$ cat src/rtl/msdeq_pkg.sv
`timescale 1ns / 1ps

package msdeq_pkg;

   localparam int TIME_W     = 32;
   localparam int DEBOUNCE_W = 16;

   localparam logic [DEBOUNCE_W-1:0] DEBOUNCE_RESET = 16'd20;

   typedef enum logic [1:0] {
      OP_POLL   = 2'd0,
      OP_NOTIFY = 2'd1,
      OP_POP    = 2'd2,
      OP_INIT   = 2'd3
   } op_type;

   typedef struct packed {
      logic              read_ok;
      logic              reading;
      logic [TIME_W-1:0] now_ms;
      op_type            op;
   } item_type;

   // one queued transition: level it went to and when
   typedef struct packed {
      logic              edge_level;
      logic [TIME_W-1:0] time_ms;
   } entry_type;

   localparam int ENTRY_W = $bits(entry_type);

   typedef struct packed {
      logic              edge_dropped;
      logic [TIME_W-1:0] pop_time_ms;
      logic              pop_edge;
      logic              pop_ok;
      logic              level_valid;
      logic              confirmed_mains;
   } result_type;

   localparam int RESULT_W = $bits(result_type);

endpackage

$ cat src/rtl/mains_sense_debounce_event_queue_unit.sv
`timescale 1ns / 1ps

// Debounces a mains-present sense line and queues confirmed transitions. Each
// req beat carries an operation in tuser (poll, interrupt notify, pop, init) and
// gives exactly one rsp beat. A beat is registered at the input, runs through one
// pass of compare and update logic and lands in the output register, so one beat
// per cycle is sustained while rsp_tready stays high.
// The transition queue is a ring of QUEUE_DEPTH entries holding QUEUE_DEPTH - 1
// transitions; a confirmed edge that finds it full is dropped and flagged. The
// debounce time is written through csr_wr_en / csr_wr_data and should only change
// while no beats are in flight.
module mains_sense_debounce_event_queue_unit #(
   parameter int QUEUE_DEPTH = 8
) (
   input  logic                             clock,
   input  logic                             reset,
   input  logic                             req_tvalid,
   output logic                             req_tready,
   input  logic [39:0]                      req_tdata,   // now_ms, reading, read_ok
   input  logic [1:0]                       req_tuser,   // op
   output logic                             rsp_tvalid,
   input  logic                             rsp_tready,
   // confirmed_mains, level_valid, pop_ok, pop_edge, pop_time_ms, edge_dropped
   output logic [39:0]                      rsp_tdata,
   input  logic                             csr_wr_en,
   input  logic [msdeq_pkg::DEBOUNCE_W-1:0] csr_wr_data
);

   logic                             in_valid_ff;
   msdeq_pkg::item_type              item_ff, item_in;
   logic                             out_valid_ff, out_valid_in;
   msdeq_pkg::result_type            result_ff;
   msdeq_pkg::result_type            result;
   logic [msdeq_pkg::DEBOUNCE_W-1:0] debounce_ff;
   logic                             advance;

   assign advance    = in_valid_ff && (!out_valid_ff || rsp_tready);
   assign req_tready = !in_valid_ff || advance;

   assign item_in.op      = msdeq_pkg::op_type'(req_tuser);
   assign item_in.now_ms  = req_tdata[31:0];
   assign item_in.reading = req_tdata[32];
   assign item_in.read_ok = req_tdata[33];

   assign out_valid_in = advance || (out_valid_ff && !rsp_tready);

   always_ff @(posedge clock) begin
      if (reset) begin
         in_valid_ff  <= 1'b0;
         out_valid_ff <= 1'b0;
         debounce_ff  <= msdeq_pkg::DEBOUNCE_RESET;
      end else begin
         if (req_tready) begin
            in_valid_ff <= req_tvalid;
         end
         out_valid_ff <= out_valid_in;
         if (csr_wr_en) begin
            debounce_ff <= csr_wr_data;
         end
      end
   end

   always_ff @(posedge clock) begin
      if (req_tvalid && req_tready) begin
         item_ff <= item_in;
      end
      if (advance) begin
         result_ff <= result;
      end
   end

   msdeq_core #(
      .QUEUE_DEPTH (QUEUE_DEPTH)
   ) u_core (
      .clock       (clock),
      .reset       (reset),
      .fire        (advance),
      .item        (item_ff),
      .debounce_ms (debounce_ff),
      .result      (result)
   );

   assign rsp_tvalid = out_valid_ff;
   assign rsp_tdata  = {{(40 - msdeq_pkg::RESULT_W){1'b0}}, result_ff};

endmodule

$ cat src/rtl/msdeq_ram.sv
`timescale 1ns / 1ps

module msdeq_ram #(
   parameter int WIDTH = 33,
   parameter int DEPTH = 8
) (
   input  logic                     clock,
   input  logic                     wr_en,
   input  logic [$clog2(DEPTH)-1:0] wr_addr,
   input  logic [WIDTH-1:0]         wr_data,
   input  logic [$clog2(DEPTH)-1:0] rd_addr,
   output logic [WIDTH-1:0]         rd_data
);

   logic [WIDTH-1:0] mem_ff [DEPTH];
   logic [WIDTH-1:0] rd_data_ff;

   always_ff @(posedge clock) begin
      if (wr_en) begin
         mem_ff[wr_addr] <= wr_data;
      end
      rd_data_ff <= mem_ff[rd_addr];
   end

   assign rd_data = rd_data_ff;

endmodule

$ cat src/rtl/msdeq_core.sv
`timescale 1ns / 1ps

module msdeq_core #(
   parameter int QUEUE_DEPTH = 8
) (
   input  logic                             clock,
   input  logic                             reset,
   input  logic                             fire,
   input  msdeq_pkg::item_type              item,
   input  logic [msdeq_pkg::DEBOUNCE_W-1:0] debounce_ms,
   output msdeq_pkg::result_type            result
);

   localparam int PTR_W = $clog2(QUEUE_DEPTH);
   localparam logic [PTR_W-1:0] LAST_PTR = PTR_W'(QUEUE_DEPTH - 1);

   logic [msdeq_pkg::TIME_W-1:0] sample_after_ff, sample_after_in;
   logic                         previous_ff, previous_in;
   logic                         confirmed_ff, confirmed_in;
   logic                         valid_ff, valid_in;
   logic [PTR_W-1:0]             head_ff, head_in;
   logic [PTR_W-1:0]             tail_ff, tail_in;
   logic                         bypass_valid_ff, bypass_valid_in;
   msdeq_pkg::entry_type         bypass_entry_ff;

   logic                         gate_open;
   logic [msdeq_pkg::TIME_W-1:0] notify_sum;
   logic [PTR_W-1:0]             tail_next;
   logic [PTR_W-1:0]             head_next;
   logic                         ring_full;
   logic                         wr_en;
   msdeq_pkg::entry_type         wr_entry;
   msdeq_pkg::entry_type         ram_entry;
   msdeq_pkg::entry_type         head_entry;
   logic [msdeq_pkg::ENTRY_W-1:0] ram_rd_data;

   // read address follows the next head, so the registered read data holds the entry at head_ff
   msdeq_ram #(
      .WIDTH (msdeq_pkg::ENTRY_W),
      .DEPTH (QUEUE_DEPTH)
   ) u_ring (
      .clock   (clock),
      .wr_en   (wr_en),
      .wr_addr (tail_ff),
      .wr_data (wr_entry),
      .rd_addr (head_in),
      .rd_data (ram_rd_data)
   );

   assign ram_entry  = ram_rd_data;
   assign head_entry = bypass_valid_ff ? bypass_entry_ff : ram_entry;

   assign gate_open  = (sample_after_ff == '0) || (item.now_ms >= sample_after_ff);
   assign notify_sum = item.now_ms + {{(msdeq_pkg::TIME_W - msdeq_pkg::DEBOUNCE_W){1'b0}},
                                      debounce_ms};
   assign tail_next  = (tail_ff == LAST_PTR) ? '0 : tail_ff + 1'b1;
   assign head_next  = (head_ff == LAST_PTR) ? '0 : head_ff + 1'b1;
   assign ring_full  = (tail_next == head_ff);

   assign wr_entry.edge_level = item.reading;
   assign wr_entry.time_ms    = item.now_ms;

   always_comb begin
      sample_after_in = sample_after_ff;
      previous_in     = previous_ff;
      confirmed_in    = confirmed_ff;
      valid_in        = valid_ff;
      head_in         = head_ff;
      tail_in         = tail_ff;
      wr_en           = 1'b0;
      result          = '0;
      if (fire) begin
         unique case (item.op)
            msdeq_pkg::OP_POLL: begin
               if (gate_open && item.read_ok) begin
                  valid_in = 1'b1;
                  if (item.reading == previous_ff && item.reading != confirmed_ff) begin
                     confirmed_in = item.reading;
                     if (ring_full) begin
                        result.edge_dropped = 1'b1;
                     end else begin
                        wr_en   = 1'b1;
                        tail_in = tail_next;
                     end
                  end
                  previous_in = item.reading;
               end
            end
            msdeq_pkg::OP_NOTIFY: begin
               if (notify_sum > sample_after_ff) begin
                  sample_after_in = notify_sum;
               end
            end
            msdeq_pkg::OP_POP: begin
               if (head_ff != tail_ff) begin
                  result.pop_ok      = 1'b1;
                  result.pop_edge    = head_entry.edge_level;
                  result.pop_time_ms = head_entry.time_ms;
                  head_in            = head_next;
               end
            end
            msdeq_pkg::OP_INIT: begin
               sample_after_in = '0;
               head_in         = '0;
               tail_in         = '0;
               valid_in        = item.read_ok;
               previous_in     = item.read_ok & item.reading;
               confirmed_in    = item.read_ok & item.reading;
            end
         endcase
      end
      result.confirmed_mains = confirmed_in;
      result.level_valid     = valid_in;
   end

   // a write to the entry being read this cycle comes back stale from the ram
   assign bypass_valid_in = wr_en && (tail_ff == head_in);

   always_ff @(posedge clock) begin
      if (reset) begin
         sample_after_ff <= '0;
         previous_ff     <= 1'b0;
         confirmed_ff    <= 1'b0;
         valid_ff        <= 1'b0;
         head_ff         <= '0;
         tail_ff         <= '0;
         bypass_valid_ff <= 1'b0;
      end else begin
         sample_after_ff <= sample_after_in;
         previous_ff     <= previous_in;
         confirmed_ff    <= confirmed_in;
         valid_ff        <= valid_in;
         head_ff         <= head_in;
         tail_ff         <= tail_in;
         bypass_valid_ff <= bypass_valid_in;
      end
   end

   always_ff @(posedge clock) begin
      bypass_entry_ff <= wr_entry;
   end

`ifndef SYNTHESIS
   a_init_clears: assert property (@(posedge clock) disable iff (reset)
      fire && item.op == msdeq_pkg::OP_INIT |=> head_ff == tail_ff && sample_after_ff == '0)
      else $error("init left ring or gate set");

   a_drop_keeps_tail: assert property (@(posedge clock) disable iff (reset)
      fire && result.edge_dropped |=> tail_ff == $past(tail_ff))
      else $error("dropped edge moved the tail");

   a_pop_moves_head: assert property (@(posedge clock) disable iff (reset)
      fire && result.pop_ok |=> head_ff != $past(head_ff))
      else $error("pop did not advance the head");

   a_gate_rises: assert property (@(posedge clock) disable iff (reset)
      !(fire && item.op == msdeq_pkg::OP_INIT) |=> sample_after_ff >= $past(sample_after_ff))
      else $error("sample gate fell without init");

   a_confirmed_needs_valid: assert property (@(posedge clock) disable iff (reset)
      confirmed_ff |-> valid_ff)
      else $error("confirmed level set without a valid reading");
`endif

endmodule

$ cat config.mk
export PLATFORM = sky130hd
export DESIGN_NAME = mains_sense_debounce_event_queue_unit
export DESIGN_NICKNAME = d
export VERILOG_FILES = /design/src/rtl/msdeq_pkg.sv /design/src/rtl/mains_sense_debounce_event_queue_unit.sv /design/src/rtl/msdeq_ram.sv /design/src/rtl/msdeq_core.sv
export SDC_FILE = /design/constraint.sdc
export NUM_CORES = 1
export LEC_CHECK = 0
export BUFFER_PORTS_ARGS = -buffer_cell sky130_fd_sc_hd__clkbuf_2
export CORE_MARGIN = 2
export CORE_UTILIZATION = 65
export CTS_BUF_LIST = sky130_fd_sc_hd__clkbuf_8
export DETAILED_ROUTE_END_ITERATION = 8
export PLACE_DENSITY = 0.92
export SLEW_MARGIN = 15
export SYNTH_ARGS = -nofsm -noshare
export SYNTH_HDL_FRONTEND = slang
export SYNTH_HIERARCHICAL = 1
export SYNTH_SLANG_ARGS = --single-unit
$ cat constraint.sdc
create_clock -name clock -period 11.5 [get_ports clock]
set_input_delay 2.3 -clock clock [delete_from_list [all_inputs] [get_ports clock]]
set_output_delay 2.3 -clock clock [all_outputs]
set_load 0.03 [all_outputs]
==> results.cfg, run 1 <==
[power]
p_leak_uw = 0.00763
p_comb_share_pct = 6.0
power_frac_clock_pct = 37.4
switchingPower_uw = 772
ir_drop_uv = 100
p_int_uw = 2510
switching_share_pct = 23.5
power_frac_seq_pct = 56.6
p_per_area_mw_per_mm2 = 153

[timing]
post-route-min-period_ns = 6.05
relSlewSlack_pct = 25.6
finalSetupViolations = 0
drv_slew = 0
finalCritPeriodShare_pct = 52.6
tightest_slew_ns = 1.11
finalHoldViolCount = 0
tns_ns = 0
clock.fmax_ghz = 0.165
fin_skew_ns = 0.0445
rsz0062_at_grt = no
fin_hold_ws_ns = 0.461

[worst_setup_path]
slowest_delay_ns = 0.78
crit_family = compound AO/OA/AOI/OAI gates
endpoint_kind = flop
path_cells = ha_1 > fa_1 > a21oi_1 > o22a_1 > a211oi_1 > o21bai_1 > a21boi_0 > xor2_1 > ha_1 > nand4_1 > nor3_1 > a21o_1 > a211oi_1 > a21o_1 > o211a_1 > a22o_1
worstPathRequired_ns = 12.02
cp_slowest_cell = o21bai_1
worst-path-max-fanout = 18
crit_type = reg2reg
startpoint_type = flop
crit_arrival_ns = 6.57
cp_num_buf_inv = 0

[floorplanning]
core_mm2 = 0.0289
die_w_um = 176
die_h_um = 176
io_pins = 105
std_cell_rows = 62
start_util_pct = 66.4
die_area_mm2 = 0.0309

[routing]
final_antenna_net_count = 0
drc = 0
wirelength_um = 42000
first_iter_violations = 1176
avgRoutedWirePerCell_um = 23.4
firstDrtPassIters = 6
routed_via_density = 6.33
vias = 11400

[clock_tree]
numClockSinks = 463
clock_path_buffers = 3
post_cts_buffers = 0
post_cts_resized = 0
clk_pin_slew_ns = 0.07
clock_latency_ns = 0.61
cts_tree = built
root_buffer = clkbuf_8
htree_num_levels = 3
cts_buffers = 69
hold_buffers = 0

[grt]
gr-total-overflow = 0
grt_first_pass_wirelength_um = 64800
grt_usage_pct = 27.8
grt_pass1_vias = 11700
grt_max_degree = 69
antenna_found_initial = 0

[cells_and_area]
n_antenna_cell = 0
areaGrowthSynthToFinish_pct = 11.2
drive_above_1_share_pct = 22.3
nNetsFinal = 1514

[synthesis]
synth_seq_cells = 463
netlist_area_mm2 = 0.0192
async_flop_share_pct = 0
syn_inst = 1226
synth_top_area_cell = edfxtp_1
yosysUniqueCellTypes = 67
synthFlopType = edfxtp_1
yosysSeqAreaShare_pct = 65.8
synth_area_leaders = edfxtp_1, dfxtp_1, mux4_2
synthDominantCellAreaShare_pct = 52.7
synth_edf_count = 337
syn_area_per_cell_um2 = 15.7
yosysWarnings = 6

[run]
cap_violations = 0

[place]
dp_hpwl_um = 24700
io_buffers = 95
place_congestion = 0.907

[worst_hold_path]
hp-class = reg2reg

[outcome]
status = finished clean
-- power groups by stage --
stage	registers [uW]	clock network (uW)	logic, uW
after floorplan	1880	0	128
after global placement	1880	0	178
after detailed placement	1890	0	188
after CTS	1850	1240	193
after global routing	1860	1310	216
final	1850	1230	198
-- cell usage after synthesis, types with 6 or more instances --
master     count
edfxtp_1     337
dfxtp_1      126
ha_1          88
nor2_1        69
mux4_2        60
nand2_1       56
a21oi_1       55
mux2i_1       54
inv_1         52
mux2_2        33
o21ai_0       23
xnor2_1       23
a22o_1        18
clkbuf_1      18
nand4_1       15
nand3_1       14
xor2_1        14
buf_2         10
nor4_1        10
buf_6          9
o2111ai_1      9
and4_1         8
nor3_1         8
o211ai_1       8
a211oi_1       7
nor2b_1        7
a21o_1         6
mux4_1         6
-- metal layers --
metal  track usage, %  part of all wire, %
met5                0                    0
met4             11.4                  3.1
met3             4.46                  8.4
met2             46.0                   49
met1             37.3                   39
-- layout by cell type, fill, tap and decap left out, types with 5 or more instances in the layout --
master and instances:
ha_1 88, nand2b_1 5, a21o_1 6, edfxtp_1 337, o2111ai_1 9, nand2_1 56
nand3_1 14, o21ai_1 5, buf_4 16, nand4_1 15, nor4_1 10, mux2_2 33
dfxtp_1 125, nor3_1 6, o21ai_0 22, inv_1 89, clkbuf_2 95, and4_1 8
xor2_1 14, a22o_1 18, clkbuf_8 77, mux4_1 6, nor2b_1 7, o211ai_1 8
nor2_1 63, mux2i_1 54, a211oi_1 7, mux4_2 60, a21oi_1 55, xnor2_1 23
-- logic make-up after synthesis --
kind of cell | count (synthesis) | share of synthesized area (%)
XOR/XNOR | 38 | 1.77
buffers and inverters | 100 | 2.55
multiplexers | 153 | 12.6
adder cells (fa/ha/maj) | 89 | 5.83
AO/OA/AOI/OAI | 169 | 5.81
other | 1 | 0.0195
flip-flops | 463 | 65.8
AND/OR/NAND/NOR | 213 | 5.61
-- final cells by class --
| cell class | instances | area [um^2] |
|---|---|---|
| Sequential cell | 463 | 12600 |
| Fill cell | 1597 | 7570 |
| Multi-Input combinational cell | 665 | 6190 |
| Clock buffer | 77 | 1060 |
| Timing Repair Buffer | 111 | 596 |
| Tap cell | 384 | 480 |
| Clock inverter | 47 | 199 |
| Inverter | 52 | 195 |
-- state kept, by name (all words and copies together), names as in the netlist --
register,count
rsp_tvalid,1
u_core/head_ff,3
u_core/previous_ff,1
u_core/sample_after_ff,32
item_ff,36
u_core/bypass_valid_ff,1
rsp_tdata,37
u_core/tail_ff,3
u_core/bypass_entry_ff,33
u_core/u_ring/mem_ff,264
u_core/u_ring/rd_data,33
u_core/valid_ff,1
u_core/confirmed_ff,1
in_valid_ff,1
debounce_ff,16
-- tightest hold or removal path: cells and delay by family, from the launching register on --
family,cells,cell delay [ns]
AO/OA/AOI/OAI,1,0.05
buffers and inverters,1,0.05
flip-flops,1,0.32
-- final timing paths --
check | startpoint | endpoint | slack [ns] | cells past startpoint
max | item_ff[2] | u_core/sample_after_ff[21] | 5.45 | 16
min | in_valid_ff | rsp_tvalid | 0.46 | 2
max reg2reg | item_ff[2] | u_core/sample_after_ff[21] | 5.45 | 16
min reg2reg | in_valid_ff | rsp_tvalid | 0.46 | 2
-- stage by stage --
step	total power, uW	instances	utilization [%]	setup slack [ns]	instance area (um^2)
final	3280	1799	73.8	5.45	21400
after CTS	3290	1799	73.8	5.64	21400
after floorplan	2010	1228	-	4.29	19200
after global placement	2060	1675	69.5	5.15	20100
after global routing	3380	1799	73.8	5.31	21400
after detailed placement	2080	1675	69.5	5.02	20100
Power figures use the tool's default switching activity.
==> inputs of run 2 (changes only) <==
ABC_AREA = 1   (was unset)
CORE_UTILIZATION = 64   (was 65)
PLACE_DENSITY = 0.91   (was 0.92)
clock period = 5.7 ns   (was 11.5 ns; I/O delays follow)
==> run 2 against run 1 <==
Against the previous run:
- total power increased by 120%
- hold slack improved by 0.019 ns
- synthesized cell count increased by 97%
- sequential power is 100% higher
- largest power group unchanged
==> results.cfg, run 2 <==
[outcome]
status = finished clean

[timing]
relSlewSlack_pct = 22.6
tightest_slew_ns = 1.16
tns_ns = 0
clock.fmax_ghz = 0.220
finalHoldViolCount = 0
drv_slew = 0
rsz0062_at_grt = no
post-route-min-period_ns = 4.54
finalSetupViolations = 0
fin_skew_ns = 0.0299
finalCritPeriodShare_pct = 79.6

[synthesis]
yosysUniqueCellTypes = 41
syn_inst = 2414
yosysSeqAreaShare_pct = 57.9
synth.most_common_cell = nand2_1
synthDominantCellAreaShare_pct = 46.4
synthFlopType = edfxtp_1
synth_top_area_cell = edfxtp_1
async_flop_share_pct = 0
syn_area_per_cell_um2 = 9.04
synth_top_family_by_area = simple AND/OR/NAND/NOR gates
synth_compound_area_share_pct = 4.09
synth_xor_area_share_pct = 0.803
synth_mux_area_share_pct = 0
synthTopCellsByCount = nand2_1, inv_1, edfxtp_1
netlist_area_mm2 = 0.0218
synth_area_leaders = edfxtp_1, nand2_1, dfxtp_1
yosysWarnings = 6
synth_fa_ha_area_share_pct = 5.14
yosys.area_share.simple_pct = 22.4
synth_seq_cells = 463
synth_edf_count = 337

[grt]
grt_usage_pct = 31.4
grt_pass1_vias = 17000
antenna_found_initial = 0
grt_max_degree = 107
grt_first_pass_wirelength_um = 86400
gr-total-overflow = 0

[clock_tree]
root_buffer = clkbuf_8
clk_pin_slew_ns = 0.06
cts_buffers = 73
htree_num_levels = 3
hold_buffers = 0
numClockSinks = 463
post_cts_buffers = 0
clock_path_buffers = 3
cts_tree = built
clock_latency_ns = 0.62
post_cts_resized = 0

[floorplanning]
std_cell_rows = 67
start_util_pct = 65.1
die_area_mm2 = 0.0356
die_h_um = 189
die_w_um = 189
io_pins = 105
core_mm2 = 0.0335

[worst_setup_path]
path_cells = ha_1 > fa_1 > nand2_2 > o21ai_2 > nand2_1 > nand2_2 > nand2_1 > nand2_2 > xor2_1 > inv_1 > ha_1 > nand2_1 > nor2_1 > nand4_1 > nor3_1 > nand3_1 > nand2_1 > nand2_2 > nand2_2 > nand2_1 > a21oi_1
crit_arrival_ns = 5.07
cp_slowest_cell = edfxtp_1
endpoint_kind = flop
worst-path-max-fanout = 32
startpoint_type = flop
crit_family = simple AND/OR/NAND/NOR gates
crit_type = reg2reg
cp_num_buf_inv = 1
worstPathRequired_ns = 6.23
slowest_delay_ns = 0.64

[power]
switchingPower_uw = 1750
ir_drop_uv = 229
switching_share_pct = 24.7
power_frac_seq_pct = 53.1
p_leak_uw = 0.0111
p_comb_share_pct = 8.3
p_int_uw = 5350
p_per_area_mw_per_mm2 = 295
power.total_uw = 7100
power_frac_clock_pct = 38.6

[cells_and_area]
largest_reg_flops = 264
final_common_cell = nand2_1
fill_cells = 2242
nNetsFinal = 2675
drive_above_1_share_pct = 11.3
layout_common_cells = nand2_1, inv_1, edfxtp_1, nand3_1, dfxtp_1
n_antenna_cell = 0
regMostFlops = u_core/u_ring/mem_ff
areaGrowthSynthToFinish_pct = 10.2

[worst_hold_path]
hp-class = reg2reg

[routing]
drc = 0
final_antenna_net_count = 0
firstDrtPassIters = 6
routed_via_density = 5.64
wirelength_um = 55600
vias = 17100
first_iter_violations = 2156
avgRoutedWirePerCell_um = 18.4

[place]
io_buffers = 95
dp_hpwl_um = 33700
place_congestion = 0.940

[run]
cap_violations = 0
## run 2: cell types whose count changed in the layout (fill, tap and decap cells not counted), sizes merged, moves of 33 or more
cell / before / now
a21oi: 55 / 122
inv: 91 / 452
mux2: 33 / 0
mux2i: 54 / 0
mux4: 66 / 0
nand2: 56 / 767
nand3: 14 / 196
nor2: 70 / 140
## run 2: stage by stage
step	cell area (um^2)	cells	utilization [%]	worst slack (ns)	hold WS, ns
after detailed placement	22600	2896	67.4	1.17	0.470
after CTS	24100	3029	71.7	1.25	0.479
after global placement	22600	2896	67.4	1.36	0.463
after floorplan	21800	2416	-	0.0746	0.444
final	24100	3029	71.7	1.16	0.479
after global routing	24100	3029	71.7	0.937	0.496
## run 2: cell families after synthesis
logic type	count (synthesis)
AOI/OAI and AO/OA	170
xor gates and xnor gates	20
adders and majority gates	89
buffers and inverters	511
DFF	463
other	1
and+or+nand+nor	1160
## run 2: final timing paths
kind	depth (start not counted)	start	to	slack (ns)
setup reg to reg	21	item_ff[2]	u_core/sample_after_ff[4]	1.16
setup / recovery	21	item_ff[2]	u_core/sample_after_ff[4]	1.16
hold / removal	2	u_core/sample_after_ff[18]	u_core/sample_after_ff[18]	0.48
hold reg to reg	2	u_core/sample_after_ff[18]	u_core/sample_after_ff[18]	0.48
## run 2: area by class of cell
type | count | area [um^2] | share of cell area (%)
clock buffers | 86 | 1180 | 4.92
clock inverters | 47 | 251 | 1.05
inverters | 425 | 1600 | 6.64
multi-input cells | 1442 | 7170 | 29.8
flip-flops and latches | 463 | 12600 | 52.6
well taps | 448 | 561 | 2.33
repair buffers | 118 | 648 | 2.69
## run 2: routing by layer
layer	up-vias	track usage, %	part of all wire, %
li1	7903	-	-
met1	7865	37.3	36
met2	1097	54.4	50
met3	227	5.23	9.4
met4	0	17.9	5.2
met5	-	0	0
## run 2: power groups by stage
stage	combinational, uW	sequential [uW]	clock [uW]
2_1_floorplan	405	3820	0
3_3_place_gp	553	3830	0
3_5_place_dp	574	3840	0
4_1_cts	580	3770	2770
5_1_grt	660	3780	2910
6_report	589	3770	2740
## run 2: worst register-to-register path, cell delays in order, from the launching register on
cell and delay [ns]:
edfxtp_1 0.64, ha_1 0.31, fa_1 0.26, nand2_2 0.08
o21ai_2 0.28, nand2_1 0.12, nand2_2 0.13, nand2_1 0.08
nand2_2 0.11, xor2_1 0.22, inv_1 0.07, ha_1 0.27
nand2_1 0.06, nor2_1 0.18, nand4_1 0.22, nor3_1 0.29
nand3_1 0.12, nand2_1 0.11, nand2_2 0.07, nand2_2 0.54
nand2_1 0.15, a21oi_1 0.18
